File: src/sv/lpr_pkg.sv
// Shared types and constants for the lidar point record decoder.
// Depends on nothing; every other file of the block imports it.
`default_nettype none
package lpr_pkg;

  localparam int QUEUE_DEPTH = 8;

  // Job kinds handed from the front to the back: one per field that completes
  typedef enum logic [4:0] {
    K_NONE, K_X, K_Y, K_Z, K_INTENS, K_L_RET, K_L_CLS, K_L_ANGLE, K_USER,
    K_SOURCE, K_TIME, K_V_RET, K_V_FLAGS, K_V_CLASS, K_V_ANGLE,
    K_RED, K_GREEN, K_BLUE, K_NIR
  } kind_t;

  typedef enum logic [4:0] {
    D_X, D_Y, D_Z, D_INTENSITY, D_RETURN, D_RETURNS, D_SCANDIR, D_EDGE,
    D_CLASS, D_SYNTH, D_KEY, D_WITHHELD, D_OVERLAP, D_CHANNEL, D_ANGLE,
    D_USER, D_SOURCE, D_TIME, D_RED, D_GREEN, D_BLUE, D_NIR, D_END
  } dim_code_t;

  typedef struct packed {
    kind_t       kind;
    logic [63:0] data;   // last eight bytes, newest in the top byte
    logic        last;   // this byte closes the record
  } task_t;

  typedef struct packed {
    logic [3:0]  layout_flags;
    logic [15:0] record_length;
    logic [47:0] scale_x;
    logic [47:0] scale_y;
    logic [47:0] scale_z;
    logic [63:0] offset_x;
    logic [63:0] offset_y;
    logic [63:0] offset_z;
  } cfg_t;

  // Number of dimension results a job yields (the end result not counted)
  function automatic logic [2:0] kind_dims(kind_t k);
    logic [2:0] n;
    case (k)
      K_NONE:    n = 3'd0;
      K_L_RET:   n = 3'd4;
      K_L_CLS:   n = 3'd5;
      K_V_RET:   n = 3'd2;
      K_V_FLAGS: n = 3'd7;
      default:   n = 3'd1;
    endcase
    return n;
  endfunction

endpackage
`default_nettype wire

File: src/sv/lpr_queue.sv
// Job queue between the front and back ends.
// Depends on lpr_pkg for the job type and depth.
`default_nettype none
module lpr_queue (
  input  wire logic           clk,
  input  wire logic           rst_n,
  input  wire logic           push,
  input  wire lpr_pkg::task_t push_task,
  input  wire logic           pop,
  output lpr_pkg::task_t      head_task,
  output logic                full,
  output logic                empty
);
  import lpr_pkg::*;

  localparam int PW = (QUEUE_DEPTH > 1) ? $clog2(QUEUE_DEPTH) : 1;
  localparam int CW = $clog2(QUEUE_DEPTH + 1);

  task_t          mem_r [QUEUE_DEPTH];
  logic [PW-1:0]  head_r;
  logic [PW-1:0]  tail_r;
  logic [CW-1:0]  count_r;

  assign full      = (count_r == CW'(QUEUE_DEPTH));
  assign empty     = (count_r == '0);
  assign head_task = mem_r[head_r];

  always_ff @(posedge clk) begin
    if (push && !full) begin
      mem_r[tail_r] <= push_task;
    end
  end

  always_ff @(posedge clk) begin
    if (!rst_n) begin
      head_r  <= '0;
      tail_r  <= '0;
      count_r <= '0;
    end else begin
      if (push && !full) begin
        tail_r <= (tail_r == PW'(QUEUE_DEPTH - 1)) ? '0 : tail_r + 1'b1;
      end
      if (pop && !empty) begin
        head_r <= (head_r == PW'(QUEUE_DEPTH - 1)) ? '0 : head_r + 1'b1;
      end
      case ({push && !full, pop && !empty})
        2'b10:   count_r <= count_r + 1'b1;
        2'b01:   count_r <= count_r - 1'b1;
        default: count_r <= count_r;
      endcase
    end
  end

endmodule
`default_nettype wire

File: config.mk
export PLATFORM = sky130hd
export DESIGN_NAME = lpr_queue
export DESIGN_NICKNAME = d
export VERILOG_FILES = /design/src/sv/lpr_pkg.sv /design/src/sv/lpr_queue.sv
export SDC_FILE = /design/constraint.sdc
export NUM_CORES = 1
export LEC_CHECK = 0
export BUFFER_PORTS_ARGS = -buffer_cell sky130_fd_sc_hd__buf_2
export CORE_UTILIZATION = 29
export CTS_BUF_LIST = sky130_fd_sc_hd__clkbuf_4
export DETAILED_ROUTE_END_ITERATION = 7
export SLEW_MARGIN = 10
export SYNTH_ARGS = -nofsm -noshare
export SYNTH_HDL_FRONTEND = slang
export SYNTH_SLANG_ARGS = --single-unit
File: constraint.sdc
create_clock -name clk -period 11.8 [get_ports clk]
set_input_delay 2.36 -clock clk [delete_from_list [all_inputs] [get_ports clk]]
set_output_delay 2.36 -clock clk [all_outputs]
set_load 0.02 [all_outputs]
==> metrics.txt <==
status completed; total CTS buffers 149; Port Buffer Count 145; Tcrit/Tclk final 0.551; layout cell share with drive strength beyond 1 0.491; setup repair bufs after CTS 0; share of the synthesized area in the top cell type 0.774; Worst path depth 5; ANT nets after route 0; Worst Hold Class reg -> reg; First-pass DRT Iterations 5; total number of vias 10192; Most common cell on crit path buf_4; largest cells by area after synthesis edfxtp_1, mux4_2, mux2_2; Initial Utilization 0.292; P per Cell Area 206 mW/mm^2; Final Max Slew Viols 0; clk_lat worst skew 930 ps; most frequent cells in the layout edfxtp_1, clkbuf_4, buf_2; cts hold-fix bufs 0; Worst Tran Pin Value 929 ps; Hold Path Stages 2; Hold Violations, Final 0; Core Rows 100; initial antenna violation count 8; Max Buffers Root-to-Sink 3; minimum clock period after layout 6500 ps; Synthesized Nets 971; IO Pins 146; Multi-input gate area 0.00443 mm^2; largest area contributor in the netlist edfxtp_1; critical path data arrival time 4140 ps; vias in the first global route 11137; critical path, cell by cell buf_4 -> buf_4 -> mux4_2 -> mux2_2 -> buf_2; Slew headroom 0.381; nets 1243; area of the core 0.0743 mm^2; global-route total usage across every layer 0.123; WL/cell 20.4 um; most common cell after layout, fill and taps aside edfxtp_1; Yosys warning count 0; CP max FO 44; DR iter-0 viols 574; Yosys reg bits 573; Layout fillers 7022; detailed placement HPWL 23600 um; vias per cell 4.55; Routed WL 45700 um; RSZ-0062 raised after global routing false; Die Wd 276 um; post-synthesis sequential area ratio 0.786; CTS Sinks 573; Max H-tree Level 4; largest stage delay on the critical path 800 ps; kind of critical path reg -> out; maximum vdd drop 0.000109 V; hold_ws 497 ps; Pwr Total 0.00527 W; Worst path slowest cell buf_4; post-synthesis cell count 890; post-cts resize count 0; CTS tree built; register area 0.0171 mm^2; CP bufs+invs 3; max-cap check violation count 0; delay-heaviest family, CP buffers and inverters; CP Capture Type output port; global-route wire length before repair 67300 um; Setup Skew 52.9 ps; startpoint types register; Residual DRC 0; Fin Setup TNS 0 ps; Final setup viols 0; leakage 8.22 nW; Register-to-Register Path Depth 9; Mapped Area 0.0217 mm^2; Final Wtd Congestion 0.674; largest net degree at the start of global routing 59; Clock transition at path regs 60 ps; Congestion Overflow GR 0; Avg Synthesized Cell Area 24.4 um^2; die area 0.0760 mm^2; Yosys cell types 34; Root Buffer clkbuf_4; maximum clock frequency 154 MHz; Worst EP required 9440 ps; chip height 276 um; Synth-to-Final Area Change 17.9%
==> worst reg2reg max path, delay by kind of cell (launching register included) <==
family                     cells  cell delay [ps]
AOI/OAI and AO/OA              3              970
adders and majority gates      2              480
DFF                            1              390
and+or+nand+nor                1              300
xor gates and xnor gates       2              250
buffers and inverters          1              180
==> kinds of logic after synthesis <==
family / after synthesis / share of synthesized area
xor+xnor: 3 / 0.00121
compound gates: 12 / 0.00432
fa+ha+maj: 7 / 0.00403
flops: 573 / 0.786
buf+inv: 47 / 0.0130
mux: 214 / 0.183
simple gates: 34 / 0.00858
==> where the power goes <==
group	total [W]	internal [W]	switching (W)
Clock	0.00177	0.000990	0.000783
Sequential	0.00242	0.00235	0.0000686
Combinational	0.00107	0.000509	0.000562
==> cell usage after synthesis, drive strengths merged <==
cell,instances
a21bo,1
a21boi,4
a21oi,3
a41oi,1
and2,2
buf,30
clkbuf,16
dfxtp,13
edfxtp,560
ha,7
inv,1
mux2,71
mux2i,3
mux4,140
nand2,7
nand2b,3
nand3b,1
nor2,3
nor2b,4
nor3,7
nor3b,1
nor4,2
nor4b,1
o21ai,1
o41ai,2
or3,2
or3b,1
xnor2,1
xor2,2
==> final timing paths <==
check	startpoint	end	slack (ps)
worst max-delay path	register	head_task[63]	5300
worst min-delay path	head_r[2]	register	500
worst max register to register	count_r[1]	count_r[2]	9160
worst min register to register	head_r[2]	register	500
==> final cells by class <==
type / count / share of cell area
clock inverters: 49 / 0.0166
flip-flops and latches: 573 / 0.667
well taps: 969 / 0.0473
clock buffers: 208 / 0.0610
diodes: 4 / 0.000391
multi-input cells: 270 / 0.173
inverters: 1 / 0.000147
repair buffers: 167 / 0.0348
==> flip-flops by register name, indices dropped and copies added (netlist names), named ones only <==
signal	flops
mem_r	560
count_r	4
head_r	3
tail_r	3
==> per-stage QoR <==
step | cell area, um^2 | worst slack (ps) | instances | utilization
floorplan | 21700 | 1800 | 890 | -
global placement | 23600 | 6060 | 1980 | 0.318
detailed placement | 23600 | 6020 | 1980 | 0.318
CTS | 25600 | 4910 | 2237 | 0.345
global route | 25600 | 4790 | 2241 | 0.345
finish | 25600 | 5300 | 2241 | 0.345
==> metal layers <==
layer  up-vias  global-route usage  share of wire
met4        12              0.0515          0.020
met3        89              0.0500          0.067
met1      5349               0.148           0.42
met5         -                   0         0.0018
met2       281               0.194           0.49
li1       4461                   -              -
Power figures use the tool's default switching activity.
