[src/sv/lpr_pkg.sv]
// Shared types and constants for the lidar point record decoder.
// Depends on nothing; every other file of the block imports it.
`default_nettype none
package lpr_pkg;

  localparam int QUEUE_DEPTH = 8;

  // Job kinds handed from the front to the back: one per field that completes
  typedef enum logic [4:0] {
    K_NONE, K_X, K_Y, K_Z, K_INTENS, K_L_RET, K_L_CLS, K_L_ANGLE, K_USER,
    K_SOURCE, K_TIME, K_V_RET, K_V_FLAGS, K_V_CLASS, K_V_ANGLE,
    K_RED, K_GREEN, K_BLUE, K_NIR
  } kind_t;

  typedef enum logic [4:0] {
    D_X, D_Y, D_Z, D_INTENSITY, D_RETURN, D_RETURNS, D_SCANDIR, D_EDGE,
    D_CLASS, D_SYNTH, D_KEY, D_WITHHELD, D_OVERLAP, D_CHANNEL, D_ANGLE,
    D_USER, D_SOURCE, D_TIME, D_RED, D_GREEN, D_BLUE, D_NIR, D_END
  } dim_code_t;

  typedef struct packed {
    kind_t       kind;
    logic [63:0] data;   // last eight bytes, newest in the top byte
    logic        last;   // this byte closes the record
  } task_t;

  typedef struct packed {
    logic [3:0]  layout_flags;
    logic [15:0] record_length;
    logic [47:0] scale_x;
    logic [47:0] scale_y;
    logic [47:0] scale_z;
    logic [63:0] offset_x;
    logic [63:0] offset_y;
    logic [63:0] offset_z;
  } cfg_t;

  // Number of dimension results a job yields (the end result not counted)
  function automatic logic [2:0] kind_dims(kind_t k);
    logic [2:0] n;
    case (k)
      K_NONE:    n = 3'd0;
      K_L_RET:   n = 3'd4;
      K_L_CLS:   n = 3'd5;
      K_V_RET:   n = 3'd2;
      K_V_FLAGS: n = 3'd7;
      default:   n = 3'd1;
    endcase
    return n;
  endfunction

endpackage
`default_nettype wire

[src/sv/lpr_front.sv]
// Front end: accepts record bytes, tracks position and field assembly,
// classifies each byte into a job. Depends on lpr_pkg.
`default_nettype none
module lpr_front (
  input  wire logic          clk,
  input  wire logic          rst_n,
  input  wire lpr_pkg::cfg_t cfg,
  input  wire logic          in_valid,
  input  wire logic [7:0]    in_data_byte,
  input  wire logic          in_first_byte,
  output logic               in_stall,
  input  wire logic          q_full,
  output logic               q_push,
  output lpr_pkg::task_t     q_task
);
  import lpr_pkg::*;

  logic [15:0] pos_r;
  logic [63:0] asm_r;
  logic [63:0] asm_nxt;
  logic [15:0] p;
  logic [15:0] base_len;
  logic [15:0] rec_len;
  logic [15:0] off_color;
  logic [15:0] off_nir;
  logic        v14;
  logic        is_end;
  logic        accept;
  kind_t       kind;

  assign in_stall = q_full;
  assign accept   = in_valid && !q_full;
  assign v14      = cfg.layout_flags[0];
  assign p        = in_first_byte ? 16'd0 : pos_r;
  assign asm_nxt  = {in_data_byte, asm_r[63:8]};

  always_comb begin
    if (v14) begin
      base_len = 16'd30 + (cfg.layout_flags[2] ? 16'd6 : 16'd0)
                        + (cfg.layout_flags[3] ? 16'd2 : 16'd0);
      off_color = 16'd30;
    end else begin
      base_len = 16'd20 + (cfg.layout_flags[1] ? 16'd8 : 16'd0)
                        + (cfg.layout_flags[2] ? 16'd6 : 16'd0);
      off_color = cfg.layout_flags[1] ? 16'd28 : 16'd20;
    end
    off_nir = off_color + (cfg.layout_flags[2] ? 16'd6 : 16'd0);
    rec_len = (cfg.record_length > base_len) ? cfg.record_length : base_len;
    is_end  = ({1'b0, p} + 17'd1) >= {1'b0, rec_len};
  end

  // Classify the field that this byte completes
  always_comb begin
    kind = K_NONE;
    if (p == 16'd3)       kind = K_X;
    else if (p == 16'd7)  kind = K_Y;
    else if (p == 16'd11) kind = K_Z;
    else if (p == 16'd13) kind = K_INTENS;
    else if (!v14) begin
      if (p == 16'd14)      kind = K_L_RET;
      else if (p == 16'd15) kind = K_L_CLS;
      else if (p == 16'd16) kind = K_L_ANGLE;
      else if (p == 16'd17) kind = K_USER;
      else if (p == 16'd19) kind = K_SOURCE;
      else if (cfg.layout_flags[1] && p == 16'd27) kind = K_TIME;
    end else begin
      if (p == 16'd14)      kind = K_V_RET;
      else if (p == 16'd15) kind = K_V_FLAGS;
      else if (p == 16'd16) kind = K_V_CLASS;
      else if (p == 16'd17) kind = K_USER;
      else if (p == 16'd19) kind = K_V_ANGLE;
      else if (p == 16'd21) kind = K_SOURCE;
      else if (p == 16'd29) kind = K_TIME;
    end
    if (kind == K_NONE && cfg.layout_flags[2]) begin
      if (p == off_color + 16'd1)      kind = K_RED;
      else if (p == off_color + 16'd3) kind = K_GREEN;
      else if (p == off_color + 16'd5) kind = K_BLUE;
    end
    if (kind == K_NONE && v14 && cfg.layout_flags[3] && p == off_nir + 16'd1) begin
      kind = K_NIR;
    end
  end

  assign q_push      = accept && (kind != K_NONE || is_end);
  assign q_task.kind = kind;
  assign q_task.data = asm_nxt;
  assign q_task.last = is_end;

  always_ff @(posedge clk) begin
    if (!rst_n) begin
      pos_r <= '0;
      asm_r <= '0;
    end else if (accept) begin
      asm_r <= asm_nxt;
      pos_r <= is_end ? 16'd0 : p + 16'd1;
    end
  end

endmodule
`default_nettype wire

[config.mk]
export PLATFORM = sky130hd
export DESIGN_NAME = lpr_front
export DESIGN_NICKNAME = d
export VERILOG_FILES = /design/src/sv/lpr_pkg.sv /design/src/sv/lpr_front.sv
export SDC_FILE = /design/constraint.sdc
export NUM_CORES = 1
export LEC_CHECK = 0
export BUFFER_PORTS_ARGS = -buffer_cell sky130_fd_sc_hd__buf_4
export CAP_MARGIN = 20
export CORE_AREA = 2 2 174 176
export CTS_CLUSTER_DIAMETER = 150
export CTS_CLUSTER_SIZE = 30
export DETAILED_ROUTE_END_ITERATION = 12
export DIE_AREA = 0 0 176 178
export GPL_TIMING_DRIVEN = 0
export SYNTH_ARGS = -nofsm -noshare
export SYNTH_HDL_FRONTEND = slang
export SYNTH_SLANG_ARGS = --single-unit
[constraint.sdc]
create_clock -name clk -period 8 [get_ports clk]
set_input_delay 1.2 -clock clk [delete_from_list [all_inputs] [get_ports clk]]
set_output_delay 1.2 -clock clk [all_outputs]
set_load 0.02 [all_outputs]
==> results.json, run 1 <==
{
  "hold_ws_ps": 469,
  "dpl.cell_count": 1102,
  "cts-root-buf": "clkbuf_16",
  "post_drt_wl_per_cell_microns": 13.9,
  "worstHoldStart": "asm_r[13]",
  "crit_required_ps": 6800,
  "cts.htree.levels": 3,
  "dr_wl_met3_microns": 1510,
  "drt_iter0_markers": 216,
  "ir_drop_uv": 90.9,
  "syn_area_sq_um": 4790,
  "slowest_stage": "mux2_2",
  "final-hold-violation-count": 0,
  "synth_top_area_share": 0.301,
  "cts.sinks": 72,
  "crit_family": "compound AO/OA/AOI/OAI gates",
  "maxCapViolCount": 0,
  "fin_crit_sh": 0.925,
  "synth_edf_count": 0,
  "synth_cell_types": 67,
  "fin_util": 0.215,
  "r2r_slack_ps": 4240,
  "pwr-share-seq": 0.433,
  "vias_per_cell": 4.19,
  "antenna_left": 0,
  "postCtsHoldBufs": 0,
  "nFillCells": 3309,
  "reg2reg_from": "pos_r[1]",
  "grt_max_degree": 13,
  "cts_buffers": 9,
  "start_kind": "input port",
  "multiInputGateArea_sq_um": 2990,
  "synth_nets": 1008,
  "gr-usage-all-layers": 0.0995,
  "p_comb_frac": 0.128,
  "setup_tns_ps": 0,
  "finalCriticalPeriod_ps": 7400,
  "firstDrtPassIters": 6,
  "switching_power_mw": 0.220,
  "r2r_end": "pos_r[10]",
  "internal-power_mw": 0.623,
  "antenna_found_initial": 0,
  "ys_ff_latch": 72,
  "dp_slack_ps": 104,
  "synth_common_cells": "nand2_1, dfxtp_1, a21boi_0",
  "outcome": "finished, final reports clean",
  "pin_count": 441,
  "die_h_microns": 178,
  "power.total_mw": 0.844,
  "slew_viol_final": 0,
  "path_cells": "buf_4 > clkbuf_1 > inv_1 > ha_1 > nand2_1 > o21ai_0 > ha_1 > nor2b_1 > o21a_1 > o21a_1 > o21a_1 > o22ai_1 > and3_1 > clkbuf_1 > mux2_2 > ha_1 > a2111oi_0 > a2111oi_0 > o311a_1 > and3b_1 > buf_6 > nand4_1 > o21a_1 > buf_4",
  "row_count": 63,
  "n_antenna_cell": 0,
  "die_w_microns": 176,
  "setup.worst_path.start": "cfg[354]",
  "ys.flop_type": "dfxtp_1",
  "cts_buffer_depth": 2,
  "synth_top_area_cell": "dfxtp_1",
  "worstSetupPathType": "in -> out",
  "switching_share": 0.261,
  "grt_pass1_wl_microns": 25000,
  "layout-drive-gt1-share": 0.230,
  "core-area_sq_um": 29400,
  "power.leakage_nw": 2.48,
  "cp.depth": 24,
  "post_dp_cell_area_sq_um": 6050,
  "highest_layer": "met4",
  "instances_no_fill": 1116,
  "netlist_instances": 609,
  "drc": 0,
  "area_growth_pct": 32.0,
  "rsz0062_at_grt": "no",
  "hpwl_microns": 12500,
  "finClkSkew_ps": 4.83,
  "synth_most_common_cell": "nand2_1",
  "grt_pass1_vias": 4668,
  "slew_headroom": 0.555,
  "seqCellArea_sq_um": 1440,
  "seq_area_frac_synth": 0.301,
  "worstSkewPairLatency_ps": 330,
  "max_freq_ghz": 0.135,
  "routed_wl_microns": 15500,
  "start_util": 0.163,
  "hold_path.class": "reg -> reg",
  "p_per_area_nw_per_um2": 133,
  "worst_setup_path_end_kind": "output pin",
  "reg2reg_depth": 15,
  "worst_slack_ps": 597,
  "ys_async_sr_fraction": 0,
  "fin_area_sq_um": 6320,
  "overflow": 0,
  "yosys_warnings": 0,
  "vias": 4676,
  "final_nets": 1121,
  "tightest_slew_ps": 667,
  "cp_max_fo": 8,
  "crit_top_cell": "o21a_1",
  "drt-met1-wl_microns": 7280,
  "worstSetupEndpoint": "q_push",
  "die-area_sq_um": 31300,
  "slowest_delay_ps": 400,
  "avgSynthCellArea_sq_um": 7.86,
  "arrival_ps": 6200,
  "place.gp.congestion": 0.854,
  "cts_tree": "done",
  "path_buf_inv": 6,
  "wl_met2_microns": 6530,
  "p_clk_frac": 0.440,
  "io_buffers": 103,
  "clk_pin_slew_ps": 50,
  "setup_viol": 0,
  "synth.area.top_cells": "dfxtp_1, nand2_1, a21boi_0"
}
## sequential cells by signal, indices dropped and copies added, names as in the netlist
| register | cells |
|---|---|
| pos_r | 16 |
| asm_r | 56 |
## worst min-delay path by stage
stage	end	slack, ps	cells past startpoint
floorplan	pos_r[13]	490	2
global placement	asm_r[15]	450	2
detailed placement	asm_r[12]	470	2
CTS	asm_r[12]	470	2
global route	asm_r[15]	500	2
finish	asm_r[13]	470	2
## routing by layer
| layer | GRT usage | up-vias |
|---|---|---|
| li1 | - | 2317 |
| met1 | 0.137 | 2160 |
| met2 | 0.154 | 182 |
| met3 | 0.0326 | 17 |
| met4 | 0.0169 | 0 |
| met5 | 0 | - |
## cells by family (layout without fill, tap and decap cells)
kind of cell	after synthesis	after routing	share of synthesized area
compound gates	130	130	0.200
xor+xnor	20	20	0.0366
fa+ha+maj	30	30	0.0784
buf+inv	76	193	0.0739
flops	72	72	0.301
mux	6	6	0.0131
simple gates	275	275	0.297
## power by group through the flow
stage	registers, mW	logic, mW	clock network (mW)
6_report	0.365	0.108	0.371
5_1_grt	0.365	0.121	0.395
4_1_cts	0.365	0.109	0.380
3_5_place_dp	0.373	0.109	0
3_3_place_gp	0.373	0.107	0
2_1_floorplan	0.375	0.0610	0
## cell usage in the layout (no fill, tap or decap), types with 5 or more instances in the layout
| master | count |
|---|---|
| and3_1 | 5 |
| clkbuf_16 | 9 |
| nand2_1 | 150 |
| nand3_2 | 11 |
| nor3_1 | 6 |
| ha_1 | 30 |
| a21boi_1 | 10 |
| buf_4 | 113 |
| nor2b_1 | 8 |
| a21boi_0 | 60 |
| nand2b_1 | 5 |
| buf_1 | 6 |
| nand4_1 | 10 |
| buf_2 | 6 |
| o21a_1 | 7 |
| xnor2_1 | 12 |
| clkbuf_1 | 24 |
| nor4_1 | 5 |
| a21oi_1 | 13 |
| nand3_1 | 17 |
| xor2_1 | 8 |
| dfxtp_1 | 72 |
| o21ai_0 | 10 |
| inv_1 | 23 |
| nor2_1 | 24 |
## worst min-delay path: stages, from the launching register on
cell      delay, ps
dfxtp_1         310
nand2_1          50
a21boi_0         60
## area by class of cell
class / count / share of cell area
multi-input cells: 461 / 0.474
flip-flops and latches: 72 / 0.228
repair buffers: 103 / 0.122
well taps: 390 / 0.0772
plain buffers: 51 / 0.0414
clock buffers: 10 / 0.0378
inverters: 24 / 0.0143
clock inverters: 5 / 0.00515
## what timing repair did
action	4_1_cts	5_1_grt
setup endpoints to repair	0	2
setup buffers	0	0
gates resized for setup	0	2
Note: power is estimated with default switching activity, not from simulation.
==> run 2: changes to the inputs <==
==> constraint.sdc (replaced) <==
create_clock -name clk -period 8 [get_ports clk]
set_input_delay 0.4 -clock clk [delete_from_list [all_inputs] [get_ports clk]]
set_output_delay 0.4 -clock clk [all_outputs]
set_load 0.02 [all_outputs]
==> results.json, run 2 (synthesis results as in run 1) <==
{
  "cts_tree": "done",
  "worst_setup_path_end_kind": "output pin",
  "die_w_microns": 176,
  "io_buffers": 103,
  "worstSetupPathType": "in -> out",
  "pin_count": 441,
  "routed_wl_microns": 15600,
  "largest_register_ffs": 56,
  "n_antenna_cell": 0,
  "layout-drive-gt1-share": 0.228,
  "drt_iter0_markers": 219,
  "busiest_layer": "met2",
  "final-hold-violation-count": 0,
  "die_h_microns": 178,
  "firstDrtPassIters": 4,
  "overflow": 0,
  "layout_common_cells": "nand2_1, buf_4, dfxtp_1",
  "post_drt_wl_per_cell_microns": 14.0,
  "cts_buffer_depth": 2,
  "cts-root-buf": "clkbuf_16",
  "gr-usage-all-layers": 0.0995,
  "postCtsHoldBufs": 0,
  "instances_no_fill": 1117,
  "dpl.cell_count": 1102,
  "gr-usage-met2": 0.154,
  "grt_pass1_wl_microns": 25000,
  "cts.sinks": 72,
  "drc": 0,
  "die-area_sq_um": 31300,
  "rsz0062_at_grt": "no",
  "core-area_sq_um": 29400,
  "power.leakage_nw": 2.48,
  "maxCapViolCount": 0,
  "slew_viol_final": 0,
  "antenna_left": 0,
  "fin_crit_sh": 0.787,
  "cts.repair.resized": 0,
  "arrival_ps": 5900,
  "hold_ws_ps": 331,
  "p_per_area_nw_per_um2": 134,
  "start_kind": "input port",
  "nFillCells": 3311,
  "cts_buffers": 9,
  "place.gp.congestion": 0.854,
  "vias": 4662,
  "antenna_found_initial": 0,
  "reg_top3": "asm_r x56, pos_r x16",
  "slew_headroom": 0.554,
  "seqCellArea_sq_um": 1440,
  "clk_pin_slew_ps": 60,
  "area_growth_pct": 32.0,
  "hpwl_microns": 12500,
  "max_freq_ghz": 0.159,
  "regMostFlops": "asm_r",
  "vias_per_cell": 4.17,
  "crit_required_ps": 7600,
  "worstSkewPairLatency_ps": 340,
  "cp_max_fo": 10,
  "grt.met1_usage": 0.137,
  "final_nets": 1122,
  "tightest_slew_ps": 669,
  "hold_path.class": "in -> reg",
  "setup_viol": 0,
  "cts_setup_buffers": 0,
  "cts.htree.levels": 3,
  "grt_max_degree": 13,
  "multiInputGateArea_sq_um": 2990,
  "outcome": "finished, final reports clean",
  "grt_pass1_vias": 4668,
  "ir_drop_uv": 91.9,
  "start_util": 0.163,
  "setup_tns_ps": 0,
  "final_common_cell": "nand2_1",
  "finalCriticalPeriod_ps": 6300,
  "finClkSkew_ps": 4.83,
  "row_count": 63,
  "use_met3": 0.0326
}
run 2: changes by cell type in the layout (fill, tap and decap cells not counted), sizes merged:
cell	previous run	this run
buf	128	129
run 2: critical path, cell delays in order:
cell       delay (ps)
buf_4              80
clkbuf_1          260
clkbuf_1          480
buf_1             460
o21ai_0           190
ha_1              320
nor2b_1           140
o21a_1            160
o21a_1            160
o21a_1            160
o22ai_1           160
and3_1            190
clkbuf_1          330
mux2_2            400
ha_1              280
a2111oi_0         330
a2111oi_0         170
o311a_1           370
and3b_1           230
buf_6             140
nand4_1           110
o21a_1            200
buf_4             160
run 2: worst paths after layout:
kind	from	endpoint	slack (ps)	cells after the start
worst max-delay path	cfg[352]	q_push	1700	23
worst min-delay path	in_data_byte[1]	asm_r[57]	330	3
worst max register to register	pos_r[1]	pos_r[10]	4210	15
worst min register to register	asm_r[13]	asm_r[13]	470	2
run 2: area by class of cell:
type,instances,area share
clock buffer,10,0.0378
buffer,52,0.0418
tap,390,0.0772
timing repair buffer,103,0.122
sequential,72,0.228
multi-input combinational,461,0.473
clock inverter,5,0.00515
inverter,24,0.0143
run 2: metrics by stage:
stage | worst slack, ps | util | power [mW] | area (sq um)
final | 1700 | 0.215 | 0.845 | 6320
after global routing | 1260 | 0.215 | 0.880 | 6320
after CTS | 1680 | 0.215 | 0.854 | 6320
after detailed placement | 1700 | 0.206 | 0.482 | 6050
after global placement | 1750 | 0.206 | 0.480 | 6050
after floorplan | 2720 | - | 0.436 | 4790
run 2: report_power, final:
group          total (mW)  internal, mW  switching [mW]
clock               0.372         0.216           0.155
combinational       0.108        0.0453          0.0628
sequential          0.365         0.362         0.00321
run 2: routing by layer:
metal  wire [microns]  vias up
met4              150        0
li1                 -     2314
met2             6560      189
met1             7310     2144
met3             1560       15
met5                0        -
